[src/design/lvbm_pkg.sv]
// Shared constants and types for the Laplacian-variance blur metric.
package lvbm_pkg;

    localparam int MAX_WIDTH_DEF  = 640;
    localparam int MAX_HEIGHT_DEF = 512;

    localparam int CFG_W     = 10;
    localparam int CFG_IDX_W = 1;
    localparam int LUMA_W    = 8;
    localparam int VAR_W     = 28;
    localparam int MEAN_W    = 19;
    localparam int FRAC_W    = 8;
    localparam int LAP_W     = 11;
    localparam int SQ_W      = 20;
    localparam int MIN_DIM   = 3;

    localparam int WIDTH_RESET  = 640;
    localparam int HEIGHT_RESET = 480;

    localparam int QUEUE_DEPTH = 4;

    localparam logic [VAR_W-1:0]         VAR_SAT      = {VAR_W{1'b1}};
    localparam logic signed [MEAN_W-1:0] MEAN_POS_SAT = {1'b0, {(MEAN_W-1){1'b1}}};
    localparam logic signed [MEAN_W-1:0] MEAN_NEG_SAT = {1'b1, {(MEAN_W-1){1'b0}}};

    typedef enum logic [CFG_IDX_W-1:0] {
        CFG_FRAME_WIDTH  = 1'b0,
        CFG_FRAME_HEIGHT = 1'b1
    } t_cfg_index;

endpackage

[src/design/lvbm_back.sv]
// Back end: sequential multiplier and divider that turn the sums into mean and variance.
module lvbm_back #(
    parameter int MAX_WIDTH  = lvbm_pkg::MAX_WIDTH_DEF,
    parameter int MAX_HEIGHT = lvbm_pkg::MAX_HEIGHT_DEF
) (
    i_clk,
    i_rst_n,
    i_q_valid,
    i_q_data,
    o_pop,
    o_valid,
    i_stall,
    o_blur_variance_q8,
    o_laplacian_mean_q8
);
    localparam int CW      = $clog2(MAX_WIDTH);
    localparam int RW      = $clog2(MAX_HEIGHT);
    localparam int NW      = CW + RW;
    localparam int SW      = NW + lvbm_pkg::LAP_W;
    localparam int QW      = NW + lvbm_pkg::SQ_W;
    localparam int ENTRY_W = NW + SW + QW;
    localparam int PW      = 2 * SW;
    localparam int DVW     = 2 * NW;
    localparam int NUMW    = PW + lvbm_pkg::FRAC_W;
    localparam int VW      = lvbm_pkg::VAR_W;
    localparam int MW      = lvbm_pkg::MEAN_W;
    localparam int CNT_MAX = (SW > VW) ? SW : VW;
    localparam int CNT_W   = $clog2(CNT_MAX + 1);

    input  logic               i_clk;
    input  logic               i_rst_n;
    input  logic               i_q_valid;
    input  logic [ENTRY_W-1:0] i_q_data;
    output logic               o_pop;
    output logic               o_valid;
    input  logic               i_stall;
    output logic [VW-1:0]      o_blur_variance_q8;
    output logic signed [MW-1:0] o_laplacian_mean_q8;

    typedef enum logic [3:0] {
        S_IDLE,
        S_MUL_DEN,
        S_MUL_NSS,
        S_MUL_SS,
        S_DIFF,
        S_VDIV,
        S_MCHK,
        S_MDIV,
        S_DONE
    } t_state;

    t_state r_state;

    logic [NW-1:0]    r_n;
    logic             r_neg;
    logic [SW-1:0]    r_mag;
    logic [QW-1:0]    r_ss;
    logic [PW-1:0]    r_prod;
    logic [PW-1:0]    r_mc;
    logic [SW-1:0]    r_mp;
    logic [CNT_W-1:0] r_cnt;
    logic [DVW-1:0]   r_den;
    logic [PW-1:0]    r_p;
    logic [DVW-1:0]   r_rem;
    logic [VW-1:0]    r_low;
    logic [VW-1:0]    r_quo;
    logic [VW-1:0]    r_var;
    logic [MW-1:0]    r_mean;
    logic             r_out_valid;
    logic [VW-1:0]    r_out_var;
    logic [MW-1:0]    r_out_mean;

    logic [NW-1:0]    q_n;
    logic [SW-1:0]    q_sum;
    logic [QW-1:0]    q_ss;
    logic [PW-1:0]    prod_next;
    logic             last_step;
    logic [DVW:0]     div_shift;
    logic             div_ge;
    logic [DVW:0]     div_diff;
    logic [DVW-1:0]   rem_next;
    logic [VW-1:0]    quo_next;
    logic [PW-1:0]    var_diff;
    logic [NUMW-1:0]  var_num;
    logic [NUMW-1:0]  var_hi;
    logic             var_sat;
    logic [NUMW-1:0]  mean_num;
    logic [NUMW-1:0]  mean_hi;
    logic             mean_sat;
    logic [MW-1:0]    mean_mag;
    logic [MW-1:0]    mean_val;
    logic             out_free;

    assign q_n   = i_q_data[ENTRY_W-1 -: NW];
    assign q_sum = i_q_data[SW+QW-1 -: SW];
    assign q_ss  = i_q_data[QW-1:0];

    assign o_pop    = (r_state == S_IDLE) && i_q_valid;
    assign out_free = !r_out_valid || !i_stall;

    // One bit of the multiplier per cycle.
    assign prod_next = r_prod + (r_mp[0] ? r_mc : '0);
    assign last_step = r_cnt == CNT_W'(1);

    // One restoring-division step per cycle.
    assign div_shift = {r_rem, r_low[VW-1]};
    assign div_ge    = div_shift >= {1'b0, r_den};
    assign div_diff  = div_shift - {1'b0, r_den};
    assign rem_next  = div_ge ? div_diff[DVW-1:0] : div_shift[DVW-1:0];
    assign quo_next  = {r_quo[VW-2:0], div_ge};

    assign var_diff = r_p - r_prod;
    assign var_num  = {var_diff, {lvbm_pkg::FRAC_W{1'b0}}};
    assign var_hi   = var_num >> VW;
    assign var_sat  = var_hi >= NUMW'(r_den);

    assign mean_num = NUMW'(r_mag) << lvbm_pkg::FRAC_W;
    assign mean_hi  = mean_num >> (MW - 1);
    assign mean_sat = mean_hi >= NUMW'(r_n);
    assign mean_mag = {1'b0, quo_next[MW-2:0]};
    assign mean_val = r_neg ? (MW'(0) - mean_mag) : mean_mag;

    assign o_valid             = r_out_valid;
    assign o_blur_variance_q8  = r_out_var;
    assign o_laplacian_mean_q8 = r_out_mean;

    always_ff @(posedge i_clk) begin
        if (!i_rst_n) begin
            r_state     <= S_IDLE;
            r_out_valid <= 1'b0;
        end else begin
            // The output register fills in S_DONE and empties when the receiver takes it.
            if (r_state == S_DONE && out_free) begin
                r_out_valid <= 1'b1;
            end else if (!i_stall) begin
                r_out_valid <= 1'b0;
            end

            unique case (r_state)
                S_IDLE: begin
                    if (i_q_valid) begin
                        r_n    <= q_n;
                        r_neg  <= q_sum[SW-1];
                        r_mag  <= q_sum[SW-1] ? (SW'(0) - q_sum) : q_sum;
                        r_ss   <= q_ss;
                        r_mc   <= PW'(q_n);
                        r_mp   <= SW'(q_n - NW'(1));
                        r_prod <= '0;
                        r_cnt  <= CNT_W'(SW);
                        r_state <= S_MUL_DEN;
                    end
                end

                S_MUL_DEN, S_MUL_NSS, S_MUL_SS: begin
                    if (!last_step) begin
                        r_prod <= prod_next;
                        r_mc   <= r_mc << 1;
                        r_mp   <= r_mp >> 1;
                        r_cnt  <= r_cnt - CNT_W'(1);
                    end else begin
                        unique case (r_state)
                            S_MUL_DEN: begin
                                r_den   <= prod_next[DVW-1:0];
                                r_mc    <= PW'(r_ss);
                                r_mp    <= SW'(r_n);
                                r_prod  <= '0;
                                r_cnt   <= CNT_W'(SW);
                                r_state <= S_MUL_NSS;
                            end
                            S_MUL_NSS: begin
                                r_p     <= prod_next;
                                r_mc    <= PW'(r_mag);
                                r_mp    <= r_mag;
                                r_prod  <= '0;
                                r_cnt   <= CNT_W'(SW);
                                r_state <= S_MUL_SS;
                            end
                            default: begin
                                r_prod  <= prod_next;
                                r_state <= S_DIFF;
                            end
                        endcase
                    end
                end

                S_DIFF: begin
                    // No variance for a single sample or a negative numerator.
                    if (r_n < NW'(2) || r_p < r_prod) begin
                        r_var   <= '0;
                        r_state <= S_MCHK;
                    end else if (var_sat) begin
                        r_var   <= lvbm_pkg::VAR_SAT;
                        r_state <= S_MCHK;
                    end else begin
                        r_rem   <= var_hi[DVW-1:0];
                        r_low   <= var_num[VW-1:0];
                        r_quo   <= '0;
                        r_cnt   <= CNT_W'(VW);
                        r_state <= S_VDIV;
                    end
                end

                S_VDIV, S_MDIV: begin
                    r_rem <= rem_next;
                    r_low <= r_low << 1;
                    r_quo <= quo_next;
                    r_cnt <= r_cnt - CNT_W'(1);
                    if (last_step) begin
                        if (r_state == S_VDIV) begin
                            r_var   <= quo_next;
                            r_state <= S_MCHK;
                        end else begin
                            r_mean  <= mean_val;
                            r_state <= S_DONE;
                        end
                    end
                end

                S_MCHK: begin
                    if (mean_sat) begin
                        r_mean  <= r_neg ? lvbm_pkg::MEAN_NEG_SAT : lvbm_pkg::MEAN_POS_SAT;
                        r_state <= S_DONE;
                    end else begin
                        r_rem   <= mean_hi[DVW-1:0];
                        r_den   <= DVW'(r_n);
                        r_low   <= {mean_num[MW-2:0], {(VW - MW + 1){1'b0}}};
                        r_quo   <= '0;
                        r_cnt   <= CNT_W'(MW - 1);
                        r_state <= S_MDIV;
                    end
                end

                S_DONE: begin
                    if (out_free) begin
                        r_out_var   <= r_var;
                        r_out_mean  <= r_mean;
                        r_state     <= S_IDLE;
                    end
                end

                default: begin
                    r_state <= S_IDLE;
                end
            endcase
        end
    end

    a_div_rem_below_divisor: assert property (@(posedge i_clk) disable iff (!i_rst_n)
        (r_state == S_VDIV || r_state == S_MDIV) |-> (r_rem < r_den))
        else $error("division remainder not below divisor");

    a_step_count_live: assert property (@(posedge i_clk) disable iff (!i_rst_n)
        (r_state == S_MUL_DEN || r_state == S_MUL_NSS || r_state == S_MUL_SS
         || r_state == S_VDIV || r_state == S_MDIV) |-> (r_cnt != '0))
        else $error("step counter ran out inside a multi-cycle operation");

endmodule

[config.mk]
export PLATFORM = sky130hd
export DESIGN_NAME = lvbm_back
export DESIGN_NICKNAME = d
export VERILOG_FILES = /design/src/design/lvbm_pkg.sv /design/src/design/lvbm_back.sv
export SDC_FILE = /design/constraint.sdc
export NUM_CORES = 1
export LEC_CHECK = 0
export ABC_AREA = 1
export BUFFER_PORTS_ARGS = -buffer_cell sky130_fd_sc_hd__buf_4
export CAP_MARGIN = 20
export CORE_MARGIN = 2
export CORE_UTILIZATION = 50
export CTS_CLUSTER_DIAMETER = 80
export CTS_CLUSTER_SIZE = 20
export DETAILED_ROUTE_END_ITERATION = 8
export MAX_ROUTING_LAYER = met4
export PLACE_DENSITY = 0.77
export SETUP_SLACK_MARGIN = 0.15
export SYNTH_ARGS = -nofsm -noshare
export SYNTH_HDL_FRONTEND = slang
export SYNTH_SLANG_ARGS = --single-unit
[constraint.sdc]
create_clock -name i_clk -period 7.8 [get_ports i_clk]
set_input_delay 1.56 -clock i_clk [delete_from_list [all_inputs] [get_ports i_clk]]
set_output_delay 1.56 -clock i_clk [all_outputs]
set_load 0.03 [all_outputs]
==> results of run 1 <==
-- layer usage --
layer / global-route usage, % / part of all wire, % / vias to the layer above
li1: - / - / 13780
met1: 41.57 / 44 / 13570
met2: 44.99 / 44 / 1205
met3: 4.412 / 8.6 / 152
met4: 8.123 / 2.8 / 0
met5: - / 0 / -
-- critical path, cell delays in order, from the launching register on --
cell	delay, ns
edfxtp_1	0.39
inv_1	0.07
ha_1	0.39
nand2_1	0.15
o21ai_0	0.39
a21oi_1	0.18
o21ai_0	0.33
a21oi_1	0.14
o21ai_0	0.24
xor2_1	0.43
ha_1	0.34
a21oi_1	0.14
o21ai_0	0.09
nand2_1	0.07
o211ai_1	0.08
nor2_1	0.10
nand2_1	0.10
nand2_1	0.08
nand2_1	0.05
nand2_1	0.06
nand2_1	0.05
nand2_1	0.18
nand2_1	0.10
nand2_1	0.10
nand2_1	0.11
nor2_4	0.12
buf_12	0.40
-- report_power, final --
part	switching [mW]	internal (mW)
sequential	0.281	4.01
clock	1.07	0.988
combinational	4.42	1.95
-- cell families (layout without fill, tap and decap cells) --
kind of cell | Yosys count | count (layout)
AND/OR/NAND/NOR | 1554 | 1554
AO/OA/AOI/OAI | 829 | 829
buffers and inverters | 723 | 858
flip-flops | 526 | 526
adder cells (fa/ha/maj) | 222 | 222
XOR/XNOR | 169 | 169
other | 0 | 2
-- Yosys cell counts, types with 10 or more instances --
library cell / number / share of area [%]
a21oi_1: 293 / 4.3
edfxtp_1: 521 / 46
xnor2_1: 72 / 1.9
nor2_1: 487 / 5.4
nand3_1: 137 / 2.0
o21ai_1: 32 / 0.47
nand4_1: 34 / 0.63
o21ai_0: 289 / 4.3
xor2_1: 95 / 2.4
clkbuf_1: 68 / 0.75
nor4_1: 18 / 0.33
ha_1: 219 / 8.1
nand2_1: 765 / 8.4
inv_1: 619 / 6.8
a31oi_1: 32 / 0.59
buf_1: 12 / 0.13
nor3_1: 53 / 0.78
o21bai_1: 14 / 0.31
nand3b_1: 10 / 0.22
o21a_1: 18 / 0.40
a21o_1: 23 / 0.51
o211ai_1: 44 / 0.97
-- worst paths after layout --
path / from / to / slack, ns
worst min-delay path: r_var[5] / o_blur_variance_q8[5] / 0.42
worst min register to register: r_var[5] / o_blur_variance_q8[5] / 0.42
worst max register to register: r_prod[16] / r_rem[29] / 2.48
worst max-delay path: r_prod[16] / r_rem[29] / 2.48
-- state kept, by name, summed over array words and instances (netlist names), 19 cells and up --
signal	count
r_mc	60
r_p	60
r_prod	60
r_ss	39
r_den	38
r_rem	38
r_mag	30
r_mp	30
o_blur_variance_q8	28
r_var	28
r_quo	27
r_low	20
o_laplacian_mean_q8	19
r_mean	19
r_n	19
-- layout make-up --
| class | count | area, um2 |
|---|---|---|
| clock inverter | 17 | 259.0 |
| antenna | 2 | 5.005 |
| timing repair buffer | 165 | 1264 |
| sequential | 526 | 15750 |
| clock buffer | 45 | 955.9 |
| fill | 6192 | 30020 |
| multi-input combinational | 2774 | 15570 |
| inverter | 631 | 2371 |
| tap | 873 | 1092 |
-- per-stage QoR --
stage	hold slack (ns)	std cells	utilization [%]	power (mW)
2_1_floorplan	0.4003	4023	-	8.495
3_3_place_gp	0.4019	4968	53.54	10.46
3_5_place_dp	0.4052	4968	53.54	10.52
4_1_cts	0.4235	5030	55.34	12.58
5_1_grt	0.4283	5033	55.38	13.49
6_report	0.4211	5033	55.38	12.72
==> results.yml, run 1 <==
status:
  status: "finished clean"
clock_tree:
  cts_max_path_buffers: 3
  cts_setup_buffers: 0
  root_buffer: "clkbuf_16"
  cts_made_buffers: 37
  tritoncts: "built"
  cts.sinks: 526
  ctsResizeCount: 0
  cts.clk_slew.worst_paths_ns: 0.08
  cts_hold_buf: 0
  htreeDepth: 2
  clock_latency_ns: 0.61
route:
  ant_nets: 0
  drtIter0Drc: 3331
  avgViaCountPerCell: 5.705
  drc: 0
  dr.pass1.iters: 7
  wl_per_cell_um: 20.32
  route.vias.total: 28710
  wl_um: 102300
yosys:
  synthSimpleGateAreaFrac_pct: 18.93
  syn_avg_cell_area_um2: 8.451
  synth_compound_area_share_pct: 13.99
  yosysWarnings: 0
  synthArstFlopShare_pct: 0
  synthFlopType: "edfxtp_1"
  syn-num-nets: 4337
  synth_top_family_by_area: "simple AND/OR/NAND/NOR gates"
  yosysSeqAreaShare_pct: 46.31
  synth_edf_count: 521
  synth_xor_area_share_pct: 4.398
  yosys.area_share.adder_pct: 8.236
  synth_area_um2: 34000
  ys_seq_elements: 526
  synth.area.mux_share_pct: 0
  synthCells: 4023
  synthDistinctLibCells: 67
place:
  portBuffers: 140
  dpl_cell_area_um2: 36020
  pre_cts_ws_ns: 2.565
  routabilityCongestion: 1.006
  place.detailed.hpwl_um: 80630
grt:
  antenna_found_initial: 4
  grtUsageTotal_pct: 29.63
  grt_pass1_vias: 26910
  grt_overflow: 0
  grt_max_degree: 86
  grt_pass1_wl_um: 156000
timing:
  slew_headroom_pct: 37.00
  slew_viol_final: 0
  setup_viol: 0
  finalHoldViolCount: 0
  fmax_mhz: 188.0
  fin_skew_ns: 0.03828
  rsz0062_at_grt: "no"
  fin_crit_ns: 5.319
  finalSetupTns_ns: 0
  tightest_slew_ns: 0.9439
  fin_crit_sh_pct: 68.19
  layout_setup_ws_ns: 2.481
floorplanning:
  io_pins: 141
  fp.dieW_um: 264.8
  start_util_pct: 50.53
  core_area_um2: 67280
  die_height_um: 264.8
  fp.dieArea_um2: 70100
  fp-row-count: 95
hold_path:
  hold_depth: 0
  hold_class: "flop to flop"
finish:
  final_cell_mix: "765 x nand2_1, 619 x inv_1, 521 x edfxtp_1"
  drive_gt1_share_pct: 7.239
  fin_nets: 4449
  layout_commonest_cell: "nand2_1"
  stdcell_area_um2: 37260
  area_growth_pct: 9.591
critical_path:
  reg2reg_depth: 26
  crit_fanout: 85
  arrival_ns: 5.54
  start_kind: "flop"
  worstPathRequired_ns: 8.02
  endpoint_kind: "flop"
  worstSetupPathType: "flop to flop"
power:
  pwr_density_cell_nw_per_um2: 341.3
  p_leak_nw: 16.08
  irDropWorstVdd_mv: 0.2901
job:
  maxCapViolations: 0
(Power assumes the default switching activity.)
==> run 2: changes to the inputs <==
--- a/config.mk
+++ b/config.mk
@@ -14,7 +14,7 @@
 export CTS_CLUSTER_SIZE = 20
 export DETAILED_ROUTE_END_ITERATION = 8
 export MAX_ROUTING_LAYER = met4
-export PLACE_DENSITY = 0.77
+export PLACE_DENSITY = 0.75
 export SETUP_SLACK_MARGIN = 0.15
 export SYNTH_ARGS = -nofsm -noshare
 export SYNTH_HDL_FRONTEND = slang
==> constraint.sdc (replaced) <==
create_clock -name i_clk -period 5.1 [get_ports i_clk]
set_input_delay 1.02 -clock i_clk [delete_from_list [all_inputs] [get_ports i_clk]]
set_output_delay 1.02 -clock i_clk [all_outputs]
set_load 0.03 [all_outputs]
==> results.yml, run 2 (synthesis results as in run 1) <==
job:
  maxCapViolations: 0
finish:
  area_growth_pct: 11.54
  layout_commonest_cell: "nand2_1"
  instances_no_fill: 5066
  stdcell_area_um2: 37920
  drive_gt1_share_pct: 8.946
  final_cell_mix: "757 x nand2_1, 617 x inv_1, 521 x edfxtp_1"
  fin_nets: 4484
  reg.largest.list: "r_mc (60), r_p (60), r_prod (60)"
  fin_util_pct: 56.37
route:
  ant_nets: 0
  wl_um: 102400
  avgViaCountPerCell: 5.686
  wl_per_cell_um: 20.22
  route.vias.total: 28810
  drc: 0
  drtIter0Drc: 3032
  dr.pass1.iters: 6
grt:
  grt_overflow: 0
  grt_pass1_wl_um: 155400
  grt_pass1_vias: 27220
  grt_max_degree: 79
  grtUsageTotal_pct: 29.50
  antenna_found_initial: 1
floorplanning:
  die_height_um: 264.8
  start_util_pct: 50.53
  fp-row-count: 95
  core_area_um2: 67280
  fp.dieW_um: 264.8
  io_pins: 141
  fp.dieArea_um2: 70100
timing:
  fmax_mhz: 211.5
  setup_viol: 0
  rsz0062_at_grt: "no"
  finalHoldViolCount: 0
  fin_crit_sh_pct: 92.71
  fin_skew_ns: 0.04170
  tightest_slew_ns: 1.003
  fin_crit_ns: 4.728
  slew_viol_final: 0
  slew_headroom_pct: 33.08
place:
  dp_cells: 4990
  dpl_cell_area_um2: 36230
  portBuffers: 140
  place.detailed.hpwl_um: 80800
  routabilityCongestion: 1.028
power:
  irDropWorstVdd_mv: 0.3902
  pwr_density_cell_nw_per_um2: 521.0
  p_leak_nw: 16.34
clock_tree:
  cts_max_path_buffers: 3
  cts_made_buffers: 37
  tritoncts: "built"
  htreeDepth: 2
  clock_latency_ns: 0.61
  cts_hold_buf: 0
  cts.sinks: 526
  root_buffer: "clkbuf_16"
  cts.clk_slew.worst_paths_ns: 0.09
critical_path:
  arrival_ns: 5.01
  crit_path_frequent_cell: "nand2_1"
  worstPathRequired_ns: 5.38
  slowest_stage: "edfxtp_1"
  endpoint_kind: "flop"
  critical-path-max-stage-delay_ns: 0.39
  crit_fanout: 11
  worstSetupPathType: "flop to flop"
  start_kind: "flop"
hold_path:
  hold_class: "flop to flop"
status:
  status: "finished clean"
[run 2: timing repair]
item | 4_1_cts | 5_1_grt
gates cloned | 0 | 3
resized for setup | 6 | 51
setup endpoints to repair | 90 | 118
pin swaps | 0 | 18
setup buffers | 0 | 11
[run 2: cell type report]
type	instances	area, um2
antenna	1	2.502
clock buffer	43	948.4
clock inverter	18	304.0
fill	6158	29350
inverter	631	2371
multi-input combinational	2774	15830
sequential	526	15750
tap	873	1092
timing repair buffer	200	1632
[run 2: report_power, final]
part	leakage [nW]	internal, mW	switching (mW)
logic	10.8	3.15	6.83
clock network	0.599	1.60	1.63
registers	4.92	6.13	0.421
[run 2: per-stage QoR]
stage	total power [mW]	setup TNS (ns)	worst slack [ns]	hold WS, ns
4_1_cts	19.41	0	0.1625	0.4225
3_3_place_gp	16.03	-0.07304	-0.01466	0.4019
2_1_floorplan	12.98	-107.82	-0.8249	0.4003
6_report	19.76	0	0.3716	0.4206
3_5_place_dp	16.15	-0.1038	-0.02085	0.4045
5_1_grt	20.96	0	0.1018	0.4246
[run 2: path summary, 6_finish.rpt]
kind,to,cells after the start,from,slack [ns]
worst max-delay path,r_rem[31],31,r_prod[19],0.37
worst min-delay path,o_blur_variance_q8[8],0,r_var[8],0.42
worst max register to register,r_rem[31],31,r_prod[19],0.37
worst min register to register,o_blur_variance_q8[8],0,r_var[8],0.42
[run 2: per-layer routing]
| metal | vias up | wire length (um) | GRT usage, % |
|---|---|---|---|
| li1 | 13840 | - | - |
| met1 | 13520 | 44210 | 40.35 |
| met2 | 1249 | 45410 | 44.62 |
| met3 | 193 | 8998 | 5.109 |
| met4 | 0 | 3831 | 9.895 |
| met5 | - | 0 | - |
[run 2: worst max-delay path, delay by kind of cell (launching register included)]
family | cells | cell delay (ns)
compound gates | 4 | 1.04
xor+xnor | 1 | 0.39
fa+ha+maj | 2 | 0.67
buf+inv | 4 | 0.40
flops | 1 | 0.39
simple gates | 20 | 1.49
