==> config.mk <==
export PLATFORM = sky130hd
export DESIGN_NAME = lvbm_queue
export DESIGN_NICKNAME = d
export VERILOG_FILES = /design/src/design/lvbm_pkg.sv /design/src/design/lvbm_queue.sv
export SDC_FILE = /design/constraint.sdc
export NUM_CORES = 1
export LEC_CHECK = 0
export BUFFER_PORTS_ARGS = -buffer_cell sky130_fd_sc_hd__buf_2
export CAP_MARGIN = 10
export CELL_PAD_IN_SITES_DETAIL_PLACEMENT = 1
export CELL_PAD_IN_SITES_GLOBAL_PLACEMENT = 1
export CORE_AREA = 5 5 50 52
export CTS_BUF_LIST = sky130_fd_sc_hd__clkbuf_4 sky130_fd_sc_hd__clkbuf_8 sky130_fd_sc_hd__clkbuf_16
export CTS_CLUSTER_DIAMETER = 50
export DETAILED_ROUTE_END_ITERATION = 8
export DIE_AREA = 0 0 55 57
export PLACE_DENSITY = 0.56
export REMOVE_ABC_BUFFERS = 1
export SETUP_SLACK_MARGIN = 0.15
export SLEW_MARGIN = 10
export SYNTH_ARGS = -nofsm -noshare
export SYNTH_HDL_FRONTEND = slang
export SYNTH_SLANG_ARGS = --single-unit
==> constraint.sdc <==
create_clock -name i_clk -period 2.7 [get_ports i_clk]
set_clock_uncertainty 0.05 [all_clocks]
set_input_delay 0.135 -clock i_clk [delete_from_list [all_inputs] [get_ports i_clk]]
set_output_delay 0.135 -clock i_clk [all_outputs]
set_load 0.01 [all_outputs]
==> src/design/lvbm_pkg.sv <==
// Shared constants and types for the Laplacian-variance blur metric.
package lvbm_pkg;

    localparam int MAX_WIDTH_DEF  = 640;
    localparam int MAX_HEIGHT_DEF = 512;

    localparam int CFG_W     = 10;
    localparam int CFG_IDX_W = 1;
    localparam int LUMA_W    = 8;
    localparam int VAR_W     = 28;
    localparam int MEAN_W    = 19;
    localparam int FRAC_W    = 8;
    localparam int LAP_W     = 11;
    localparam int SQ_W      = 20;
    localparam int MIN_DIM   = 3;

    localparam int WIDTH_RESET  = 640;
    localparam int HEIGHT_RESET = 480;

    localparam int QUEUE_DEPTH = 4;

    localparam logic [VAR_W-1:0]         VAR_SAT      = {VAR_W{1'b1}};
    localparam logic signed [MEAN_W-1:0] MEAN_POS_SAT = {1'b0, {(MEAN_W-1){1'b1}}};
    localparam logic signed [MEAN_W-1:0] MEAN_NEG_SAT = {1'b1, {(MEAN_W-1){1'b0}}};

    typedef enum logic [CFG_IDX_W-1:0] {
        CFG_FRAME_WIDTH  = 1'b0,
        CFG_FRAME_HEIGHT = 1'b1
    } t_cfg_index;

endpackage

==> src/design/lvbm_queue.sv <==
// Short result queue between the pixel front end and the statistics back end.
module lvbm_queue #(
    parameter int DATA_W = 1,
    parameter int DEPTH  = lvbm_pkg::QUEUE_DEPTH
) (
    i_clk,
    i_rst_n,
    i_push,
    i_push_data,
    i_pop,
    o_valid,
    o_data,
    o_count
);
    localparam int PTR_W = (DEPTH > 1) ? $clog2(DEPTH) : 1;
    localparam int CNT_W = $clog2(DEPTH + 1);

    input  logic              i_clk;
    input  logic              i_rst_n;
    input  logic              i_push;
    input  logic [DATA_W-1:0] i_push_data;
    input  logic              i_pop;
    output logic              o_valid;
    output logic [DATA_W-1:0] o_data;
    output logic [CNT_W-1:0]  o_count;

    logic [DATA_W-1:0] r_mem [DEPTH];
    logic [PTR_W-1:0]  r_wr_ptr;
    logic [PTR_W-1:0]  r_rd_ptr;
    logic [CNT_W-1:0]  r_count;

    assign o_valid = r_count != '0;
    assign o_data  = r_mem[r_rd_ptr];
    assign o_count = r_count;

    always_ff @(posedge i_clk) begin
        if (i_push) begin
            r_mem[r_wr_ptr] <= i_push_data;
        end
    end

    always_ff @(posedge i_clk) begin
        if (!i_rst_n) begin
            r_wr_ptr <= '0;
            r_rd_ptr <= '0;
            r_count  <= '0;
        end else begin
            if (i_push) begin
                r_wr_ptr <= (r_wr_ptr == PTR_W'(DEPTH - 1)) ? '0 : r_wr_ptr + PTR_W'(1);
            end
            if (i_pop) begin
                r_rd_ptr <= (r_rd_ptr == PTR_W'(DEPTH - 1)) ? '0 : r_rd_ptr + PTR_W'(1);
            end
            if (i_push && !i_pop) begin
                r_count <= r_count + CNT_W'(1);
            end else if (!i_push && i_pop) begin
                r_count <= r_count - CNT_W'(1);
            end
        end
    end

endmodule

==> run metrics, run 1 <==
# DRC 0; combinational family with the most area after synthesis adder cells; Synth Instances 48; cell count of the worst reg-to-reg path 4; RSZ-0062 raised after global routing false; cell count along the critical path 4; post-placement cell area 673 sq um; dominant cells by area after synthesis sky130_fd_sc_hd__dfxtp_1, sky130_fd_sc_hd__edfxtp_1, sky130_fd_sc_hd__ha_1; register bit total from synthesis 13; area share of and/or/nand/nor cells after synthesis 14.8%; Max clock buf depth 2; x dimension of the die 55 um; xor-xnor portion of the synthesized cell area about 3.0%; Gates resized, CTS repair 0; min cycle time layout between 1500 and 2000 ps; number of antenna-violating nets in the routed design 0; launching element type of the critical path flop; highest net fanout along the worst path 4; register area share after synthesis ~50%; First DRT Iteration DRCs 4; Via Count ~390; initial standard-cell utilization of the core 28.7%; final antenna diode count 0; post-synthesis cell type with the largest combined area sky130_fd_sc_hd__dfxtp_1; number of H-tree branching levels 1; buffers inserted during post-CTS setup optimization 0; switching power summed over all nets around 120 uW; CTS tree done; Synth cell types 18; count of port buffers added during placement 9; timing-limited maximum frequency between 600 and 700 MHz; Core Box Area slightly above 2000 sq um; Largest delay share family, worst path adder cells; Hold Path Stages 1; mean cell area of the mapped netlist about 12 sq um; final worst-path cycle share a little under three fifths; I/O pin cnt 10; maximum cell stage delay along the critical path 450 ps; Internal Power about 330 uW; crit path kind reg2reg; later-pin clock latency in the skew report 280 ps; count of pins over their slew limit 0; largest vdd supply drop around 0.22 mV; Hold-fix buffers, CTS 0; Yosys Warn Count 0; switching power as a share of total power a little over a quarter; number of failing hold endpoints at the final stage 0; compound-cell area share of the yosys netlist approximately 4.2%; portion of netlist area occupied by mux cells between 8 and 9%; Synth Area in Adders approximately 16%; crit-path cells fa_1 > xor2_1 > or3_1 > a21boi_1; All-Layer GR Usage between 7 and 8%; slew at the pin with the worst max-slew slack around 200 ps; pre-CTS setup slack 985 ps; path category of the worst min-delay check in2reg; power density over the cells roughly 630 nW/um^2; Clk pwr share roughly 30%; combined area of all synthesized cells 593 sq um; arrival time at the worst endpoint between 1500 and 2000 ps; Clock Sinks 13; Bufs and invs on worst path 0; die extent in y approximately 57 um; leftover overflow at the end of global routing 0; via-per-instance ratio ~4.4; CTS buffer count 3; category of the worst setup path capture point flop; area of all placed cells without fillers 703 sq um; Pre-antenna DRT Iters 2; leakage power roughly 0.0003 uW; global-route wire length before repair around 1.7 mm; filler instances roughly 250; sequential power share a little over half; standard-cell row count 17; maximum number of pins on one net before global-route repair 9; die footprint 3140 sq um; count of maximum capacitance violations 0; total negative slack for setup checks 0 ps; GP Congestion 0.617; Crit-path slowest cell sky130_fd_sc_hd__fa_1; CP required ~2900 ps; HPWL Detailed roughly 760 um; combinational cell fraction of total power roughly 19%; top cell type's share of synthesized area 30.4%; antenna violations before repair 0; layout cells sized above 1 roughly 23%; final number of setup-violating endpoints 0; Routed Wire Length approximately 970 um; status completed; final net count 74; area growth from synthesis to layout 18.6%; average wire per cell in the routed design between 10 and 15 um; number of global-route vias before repair 421; clk root buf sky130_fd_sc_hd__clkbuf_4; clock transition at the registers of the reported paths 80 ps; Slew Limit Headroom between 80% and 90%; Worst Slack Setup Final between 1000 and 1500 ps
## worst paths after layout
kind,start,to,slack (ps)
hold reg to reg,o_count[2],o_count[2],460
setup / recovery,o_count[0],o_count[2],1160
hold / removal,i_push_data,r_mem[0],20
setup reg to reg,o_count[0],o_count[2],1160
## per-stage QoR
stage | hold WS (ps) | util (%) | std cells | power [uW]
2_1_floorplan | 184 | - | 48 | 290
3_3_place_gp | 303 | 32.6 | 85 | 318
3_5_place_dp | 308 | 32.6 | 85 | 323
4_1_cts | 11.6 | 34.1 | 89 | 457
5_1_grt | 14.6 | 34.1 | 89 | 479
6_report | 19.2 | 34.1 | 89 | 446
## layer usage
metal	vias to the layer above	part of all wire (%)	global-route usage, %
met1	187	42	8.97
met4	0	2.2	6.25
met3	3	4.3	3.39
met5	-	0	0
met2	10	52	11.3
li1	188	-	-
## final cells by class
class,count,area [sq um],area share [%]
sequential,13,300,42.7
multi-input combinational,31,278,39.5
timing repair buffer,9,45.0,6.41
tap,28,35.0,4.98
clock buffer,4,30.0,4.27
inverter,4,15.0,2.14
## cells by family after synthesis
logic type | after synthesis
AND/OR/NAND/NOR | 14
buffers and inverters | 4
XOR/XNOR | 2
flip-flops | 13
multiplexers | 4
AO/OA/AOI/OAI | 4
adder cells (fa/ha/maj) | 7
## worst reg2reg max path: stages, from the launching register on
cell                       delay [ps]
sky130_fd_sc_hd__dfxtp_1          360
sky130_fd_sc_hd__fa_1             450
sky130_fd_sc_hd__xor2_1           160
sky130_fd_sc_hd__or3_1            300
sky130_fd_sc_hd__a21boi_1         150
## cells in the mapped netlist
cell type and n:
sky130_fd_sc_hd__a21oi_1 1, sky130_fd_sc_hd__edfxtp_1 4, sky130_fd_sc_hd__or3_1 2, sky130_fd_sc_hd__mux2i_1 3
sky130_fd_sc_hd__o21ai_0 1, sky130_fd_sc_hd__nor2b_1 4, sky130_fd_sc_hd__xor2_1 1, sky130_fd_sc_hd__and2_1 5
sky130_fd_sc_hd__xnor2_1 1, sky130_fd_sc_hd__mux4_2 1, sky130_fd_sc_hd__ha_1 6, sky130_fd_sc_hd__o21a_1 1
sky130_fd_sc_hd__fa_1 1, sky130_fd_sc_hd__a21boi_1 1, sky130_fd_sc_hd__dfxtp_1 9, sky130_fd_sc_hd__inv_1 4
sky130_fd_sc_hd__nor3b_1 2, sky130_fd_sc_hd__nor2_1 1
## power by group through the flow
stage | Sequential, uW | Clock [uW] | Combinational [uW]
2_1_floorplan | 239 | 0 | 51.0
3_3_place_gp | 238 | 0 | 80.6
3_5_place_dp | 238 | 0 | 84.9
4_1_cts | 234 | 138 | 85.2
5_1_grt | 236 | 149 | 94.1
6_report | 233 | 131 | 82.4
## placed cells by master, fill, tap and decap left out
| master | count |
|---|---|
| sky130_fd_sc_hd__a21boi_1 | 1 |
| sky130_fd_sc_hd__clkbuf_4 | 4 |
| sky130_fd_sc_hd__and2_1 | 5 |
| sky130_fd_sc_hd__a21oi_1 | 1 |
| sky130_fd_sc_hd__o21a_1 | 1 |
| sky130_fd_sc_hd__or3_1 | 2 |
| sky130_fd_sc_hd__nor3b_1 | 2 |
| sky130_fd_sc_hd__mux2i_1 | 3 |
| sky130_fd_sc_hd__xor2_1 | 1 |
| sky130_fd_sc_hd__o21ai_0 | 1 |
| sky130_fd_sc_hd__buf_2 | 9 |
| sky130_fd_sc_hd__fa_1 | 1 |
| sky130_fd_sc_hd__dfxtp_1 | 9 |
| sky130_fd_sc_hd__ha_1 | 6 |
| sky130_fd_sc_hd__xnor2_1 | 1 |
| sky130_fd_sc_hd__nor2b_1 | 4 |
| sky130_fd_sc_hd__edfxtp_1 | 4 |
| sky130_fd_sc_hd__nor2_1 | 1 |
| sky130_fd_sc_hd__mux4_2 | 1 |
| sky130_fd_sc_hd__inv_1 | 4 |
No activity file was read; power rests on OpenSTA's default activity.
==> inputs of run 2 (changes only) <==
--- a/config.mk
+++ b/config.mk
@@ -5,16 +5,17 @@
 export SDC_FILE = /design/constraint.sdc
 export NUM_CORES = 1
 export LEC_CHECK = 0
+export ABC_AREA = 1
 export BUFFER_PORTS_ARGS = -buffer_cell sky130_fd_sc_hd__buf_2
 export CAP_MARGIN = 10
 export CELL_PAD_IN_SITES_DETAIL_PLACEMENT = 1
 export CELL_PAD_IN_SITES_GLOBAL_PLACEMENT = 1
-export CORE_AREA = 5 5 50 52
+export CORE_AREA = 5 5 51 53
 export CTS_BUF_LIST = sky130_fd_sc_hd__clkbuf_4 sky130_fd_sc_hd__clkbuf_8 sky130_fd_sc_hd__clkbuf_16
 export CTS_CLUSTER_DIAMETER = 50
 export DETAILED_ROUTE_END_ITERATION = 8
-export DIE_AREA = 0 0 55 57
-export PLACE_DENSITY = 0.56
+export DIE_AREA = 0 0 56 58
+export PLACE_DENSITY = 0.59
 export REMOVE_ABC_BUFFERS = 1
 export SETUP_SLACK_MARGIN = 0.15
 export SLEW_MARGIN = 10
==> constraint.sdc (replaced) <==
create_clock -name i_clk -period 1.5 [get_ports i_clk]
set_clock_uncertainty 0.05 [all_clocks]
set_input_delay 0.075 -clock i_clk [delete_from_list [all_inputs] [get_ports i_clk]]
set_output_delay 0.075 -clock i_clk [all_outputs]
set_load 0.01 [all_outputs]
==> run 2 against run 1 <==
Utilization grew 1.1 points. Register-to-register slack lost 900 ps. Worst setup slack lost 900 ps. Critical endpoint is now o_count[1]. Cell count grew 26%. Maximum frequency grew 24%. Sequential power grew 79%. Synthesized cell count grew 48%. Flip-flop and latch count is the same.
==> run metrics, run 2 <==
total negative slack for setup checks 0 ps; synth cell count leaders sky130_fd_sc_hd__inv_1, sky130_fd_sc_hd__nor2_1, sky130_fd_sc_hd__dfxtp_1; RSZ-0062 raised after global routing false; launching element type of the critical path flop; final worst-path cycle share 82.6%; Slew Limit Headroom ~89%; leftover overflow at the end of global routing 0; min cycle time layout between 1000 and 1500 ps; standard-cell row count 17; die footprint ~3200 sq um; highest-count cells in the layout ignoring fill and taps sky130_fd_sc_hd__inv_1, sky130_fd_sc_hd__nor2_1, sky130_fd_sc_hd__dfxtp_1, sky130_fd_sc_hd__buf_2, sky130_fd_sc_hd__nand2_1; power density over the cells ~1100 nW/um^2; status completed; CTS buffer count 3; Synth Instances a little over 70; clock transition at the registers of the reported paths about 90 ps; All-Layer GR Usage roughly 7.2%; Via Count between 400 and 500; share of synthesized flip-flops with an asynchronous set or reset 0%; final antenna diode count 0; average wire per cell in the routed design just under 10 um; leakage power between 0.0003 and 0.0004 uW; count of maximum capacitance violations 0; clk root buf sky130_fd_sc_hd__clkbuf_4; Max clock buf depth 2; maximum cell stage delay along the critical path ~460 ps; arrival time at the worst endpoint 1360 ps; maximum number of pins on one net before global-route repair 9; Yosys Warn Count 0; top cell type's share of synthesized area ~29%; area growth from synthesis to layout 17.7%; GP Congestion just over 0.7; number of H-tree branching levels 1; r2r setup slk about 260 ps; largest vdd supply drop slightly above 0.4 mV; CTS tree done; path category of the worst min-delay check in2reg; number of failing hold endpoints at the final stage 0; I/O pin cnt 10; category of the worst setup path capture point flop; Largest delay share family, worst path adder cells; # DRC 0; crit path kind reg2reg; combined area of all synthesized cells about 630 sq um; highest net fanout along the worst path 4; initial standard-cell utilization of the core ~30%; Routed Wire Length ~1.1 mm; register area share after synthesis between 40% and 50%; slew at the pin with the worst max-slew slack ~160 ps; Pre-antenna DRT Iters 2; Synth Flop Type sky130_fd_sc_hd__dfxtp_1; worst hold margin between 20 and 30 ps; later-pin clock latency in the skew report approximately 270 ps; Synth cell types 17; dominant cells by area after synthesis sky130_fd_sc_hd__dfxtp_1, sky130_fd_sc_hd__edfxtp_1, sky130_fd_sc_hd__ha_1; global-route wire length before repair 1.85 mm; timing-limited maximum frequency a little over 800 MHz; die extent in y approximately 58 um; Crit-path slowest cell sky130_fd_sc_hd__fa_2; post-synthesis cell type with the largest combined area sky130_fd_sc_hd__dfxtp_1; antenna violations before repair 0; HPWL Detailed 903 um; number of antenna-violating nets in the routed design 0; register bit total from synthesis 13; x dimension of the die 56 um; count of port buffers added during placement 9; final net count 97; via-per-instance ratio between 4 and 5; number of global-route vias before repair 492; Bufs and invs on worst path 0; First DRT Iteration DRCs 1; CP required roughly 1600 ps; count of pins over their slew limit 0; mean cell area of the mapped netlist between 8 and 9 sq um; Core Box Area 2110 sq um; number of enable-type register cells in the synthesized netlist 4; layout cells sized above 1 a little under a quarter; Clock Sinks 13; crit-path cells fa_2 > o21ai_0 > nor2_1; final number of setup-violating endpoints 0
-- run 2: cell count changes in the layout (fill, tap and decap cells not counted), sizes merged, moves of 4 or more --
| cell | before | now |
|---|---|---|
| nand2 | 0 | 9 |
| o21ai | 1 | 6 |
| nor2 | 1 | 12 |
| and2 | 5 | 0 |
| inv | 4 | 15 |
| nor2b | 4 | 0 |
-- run 2: final timing paths --
check | startpoint | end | depth (start not counted)
max | o_count[1] | o_count[1] | 3
min | i_rst_n | o_count[2] | 3
max reg2reg | o_count[1] | o_count[1] | 3
min reg2reg | o_count[1] | o_count[1] | 2
-- run 2: cell type report --
cell class,count,area (sq um)
fill,259,1370
clock buffer,4,30.0
sequential,13,300
timing repair buffer,10,55.1
tap,28,35.0
inverter,15,56.3
multi-input combinational,42,264
-- run 2: power by group --
group          internal [uW]  switching (uW)  leakage (uW)
Clock                    121             115     0.0000184
Sequential               393            24.2      0.000111
Combinational           65.5            84.5      0.000236
Total                    579             224      0.000366
-- run 2: routing by layer --
layer / vias to the layer above / wire length, um / GRT usage [%]
met5: - / 0 / 0
met4: 0 / 0 / 4.07
met3: 0 / 28 / 2.00
met2: 3 / 604 / 13.9
met1: 225 / 451 / 6.86
li1: 248 / - / -
-- run 2: stage by stage --
| step | util (%) | instance area, sq um | power, uW | worst slack (ps) | cells |
|---|---|---|---|---|---|
| 6_report | 35.2 | 741 | 803 | 261 | 112 |
| 5_1_grt | 35.2 | 741 | 865 | 166 | 112 |
| 4_1_cts | 35.1 | 738 | 819 | 205 | 112 |
| 3_5_place_dp | 33.2 | 698 | 575 | 79.7 | 107 |
| 3_3_place_gp | 33.2 | 698 | 569 | 134 | 107 |
| 2_1_floorplan | - | 618 | 521 | 263 | 70 |
-- run 2: cell families (layout without fill, tap and decap cells) --
logic type	Yosys count	in the layout	synth area share [%]
AOI/OAI and AO/OA	9	9	7.15
adders and majority gates	7	7	15.1
buffers and inverters	16	29	10.7
and+or+nand+nor	25	25	17.9
DFF	13	13	47.7
xor gates and xnor gates	1	1	1.39
-- run 2: timing repair --
| item | in CTS | in global routing |
|---|---|---|
| hold buffers | 1 | 0 |
| resized for setup | 0 | 1 |
| setup buffers | 0 | 0 |
| endpoints found under the setup margin | 0 | 1 |
| hold endpoints to repair | 4 | 0 |
-- run 2: tightest hold or removal path: stages --
cell                      delay, ps
sky130_fd_sc_hd__buf_2          130
sky130_fd_sc_hd__nand2_1         70
sky130_fd_sc_hd__nor2_1          30
==> inputs of run 3 (changes only) <==
==> constraint.sdc (replaced) <==
create_clock -name i_clk -period 1.2 [get_ports i_clk]
set_clock_uncertainty 0.05 [all_clocks]
set_input_delay 0.06 -clock i_clk [delete_from_list [all_inputs] [get_ports i_clk]]
set_output_delay 0.06 -clock i_clk [all_outputs]
set_load 0.01 [all_outputs]
==> run 3 against run 2 <==
Non-clock buffer count increased by 9. Global-route usage increased by 0.88 points. Worst hold slack improved by 49 ps. Clock-buffer cell count unchanged. Wire length increased by 10%. Utilization increased by 5.6 points. Combinational power increased by 79%. Sequential share of layout area decreased by 4.7 points. Largest power group unchanged.
==> run metrics, run 3 (synthesis gave the netlist of run 2 again) <==
GP Congestion ~0.7; routed wl met2 ~640 um; routed wl met3 between 20 and 30 um; Pre-antenna DRT Iters 3; DRT met1 WL a little over 500 um; count of maximum capacitance violations 0; die extent in y approximately 58 um; Core Box Area 2110 sq um; path category of the worst min-delay check in2reg; Largest delay share family, worst path flip-flops; highest net fanout along the worst path 1; pre-CTS setup slack -130 ps; final worst-path cycle share a little under 100%; final net count roughly 110; number of H-tree branching levels 1; CTS tree done; final antenna diode count 0; maximum number of pins on one net before global-route repair 8; number of failing hold endpoints at the final stage 0; Bufs and invs on worst path 1; highest-count cells in the layout ignoring fill and taps sky130_fd_sc_hd__nor2_1, sky130_fd_sc_hd__buf_2; CP required roughly 1100 ps; All-Layer GR Usage under 10%; I/O pin cnt 10; CTS buffer count 3; final number of setup-violating endpoints 0; most common cell after layout, fill and taps aside sky130_fd_sc_hd__nor2_1; via-per-instance ratio ~4.2; Sequential cell area just over 300 sq um; Clock Sinks 13; clock transition at the registers of the reported paths ~80 ps; crit-path cells nor2_1 > nor2_1 > o21ai_1 > o21ai_1 > buf_2; DR top layer met4; count of port buffers added during placement 9; category of the worst setup path capture point output pin; Routed Wire Length between 1 and 1.5 mm; global-route wire length before repair slightly above 2 mm; arrival time at the worst endpoint ~1100 ps; area taken by multi-input logic gates around 300 sq um; HPWL Detailed roughly 940 um; x dimension of the die approximately 56 um; number of non-filler instances in the completed layout between 100 and 150; area of all placed cells without fillers 860 sq um; initial standard-cell utilization of the core between 20% and 30%; Via Count around 510; RSZ-0062 raised after global routing true; post-route total power roughly 1100 uW; number of global-route vias before repair 530; First DRT Iteration DRCs 3; timing-limited maximum frequency roughly 860 MHz; count of pins over their slew limit 0; maximum cell stage delay along the critical path ~370 ps; number of antenna-violating nets in the routed design 0; leftover overflow at the end of global routing 0; average wire per cell in the routed design ~9.9 um; Slew Limit Headroom roughly 86%; min cycle time layout about 1200 ps; crit path kind reg2out; Max clock buf depth 2; largest vdd supply drop 0.607 mV; area growth from synthesis to layout 36.6%; power density over the cells ~1300 nW/um^2; leakage power around 0.00042 uW; antenna violations before repair 0; standard-cell row count 17; cell count after placement about 110; # DRC 0; slew at the pin with the worst max-slew slack about 210 ps; layout cells sized above 1 48.4%; launching element type of the critical path flop; clk root buf sky130_fd_sc_hd__clkbuf_4; Worst Slack Setup Final ~33 ps; filler instances roughly 250; die footprint between 3000 and 4000 sq um; Crit-path slowest cell sky130_fd_sc_hd__edfxtp_1; post-placement cell area 743 sq um; status completed; later-pin clock latency in the skew report around 260 ps
run 3: worst paths after layout:
kind / from / end / slack, ps / cells after the start
min reg2reg: r_rd_ptr[1] / r_rd_ptr[1] / 520 / 2
min: i_pop / r_rd_ptr[1] / 70 / 3
max reg2reg: o_count[0] / o_count[2] / 40 / 5
max: r_mem[1] / o_data / 30 / 5
run 3: layout make-up:
cell class                      count  area share, %
Tap cell                           28           4.08
Timing Repair Buffer               19           15.0
Multi-Input combinational cell     42           34.8
Sequential cell                    13           35.8
Clock buffer                        4           3.49
Inverter                           15           6.84
run 3: per-stage QoR:
| step | setup TNS (ps) | util (%) | hold slack (ps) |
|---|---|---|---|
| finish | 0 | 40.8 | 74.1 |
| global route | -88.0 | 40.8 | 85.1 |
| CTS | 0 | 38.4 | 0.242 |
| detailed placement | -194 | 35.3 | 236 |
| global placement | -179 | 35.3 | 231 |
| floorplan | -37.1 | - | 109 |
run 3: what timing repair did:
| action | 4_1_cts | 5_1_grt |
|---|---|---|
| setup endpoints to repair | 7 | 8 |
| resized for setup | 13 | 10 |
| buffers inserted | 1 | 1 |
| hold endpoints to repair | 4 | 1 |
| hold buffers | 1 | 1 |
| pin swaps | 3 | 6 |
run 3: per-layer routing:
metal | vias to the layer above | GRT usage (%)
li1 | 265 | -
met3 | 2 | 2.67
met5 | - | 0
met4 | 0 | 3.05
met1 | 239 | 8.74
met2 | 3 | 14.7
run 3: worst reg2reg max path, cell delays in order, from the launching register on:
cell and delay, ps:
sky130_fd_sc_hd__dfxtp_2 330, sky130_fd_sc_hd__fa_2 370, sky130_fd_sc_hd__nand2_2 100, sky130_fd_sc_hd__nand4_1 90, sky130_fd_sc_hd__nand2_1 80, sky130_fd_sc_hd__nor2_1 40
run 3: report_power, final:
group	switching (uW)	total (uW)	internal [uW]
clock	133	284	151
combinational	135	268	133
sequential	31.9	527	495
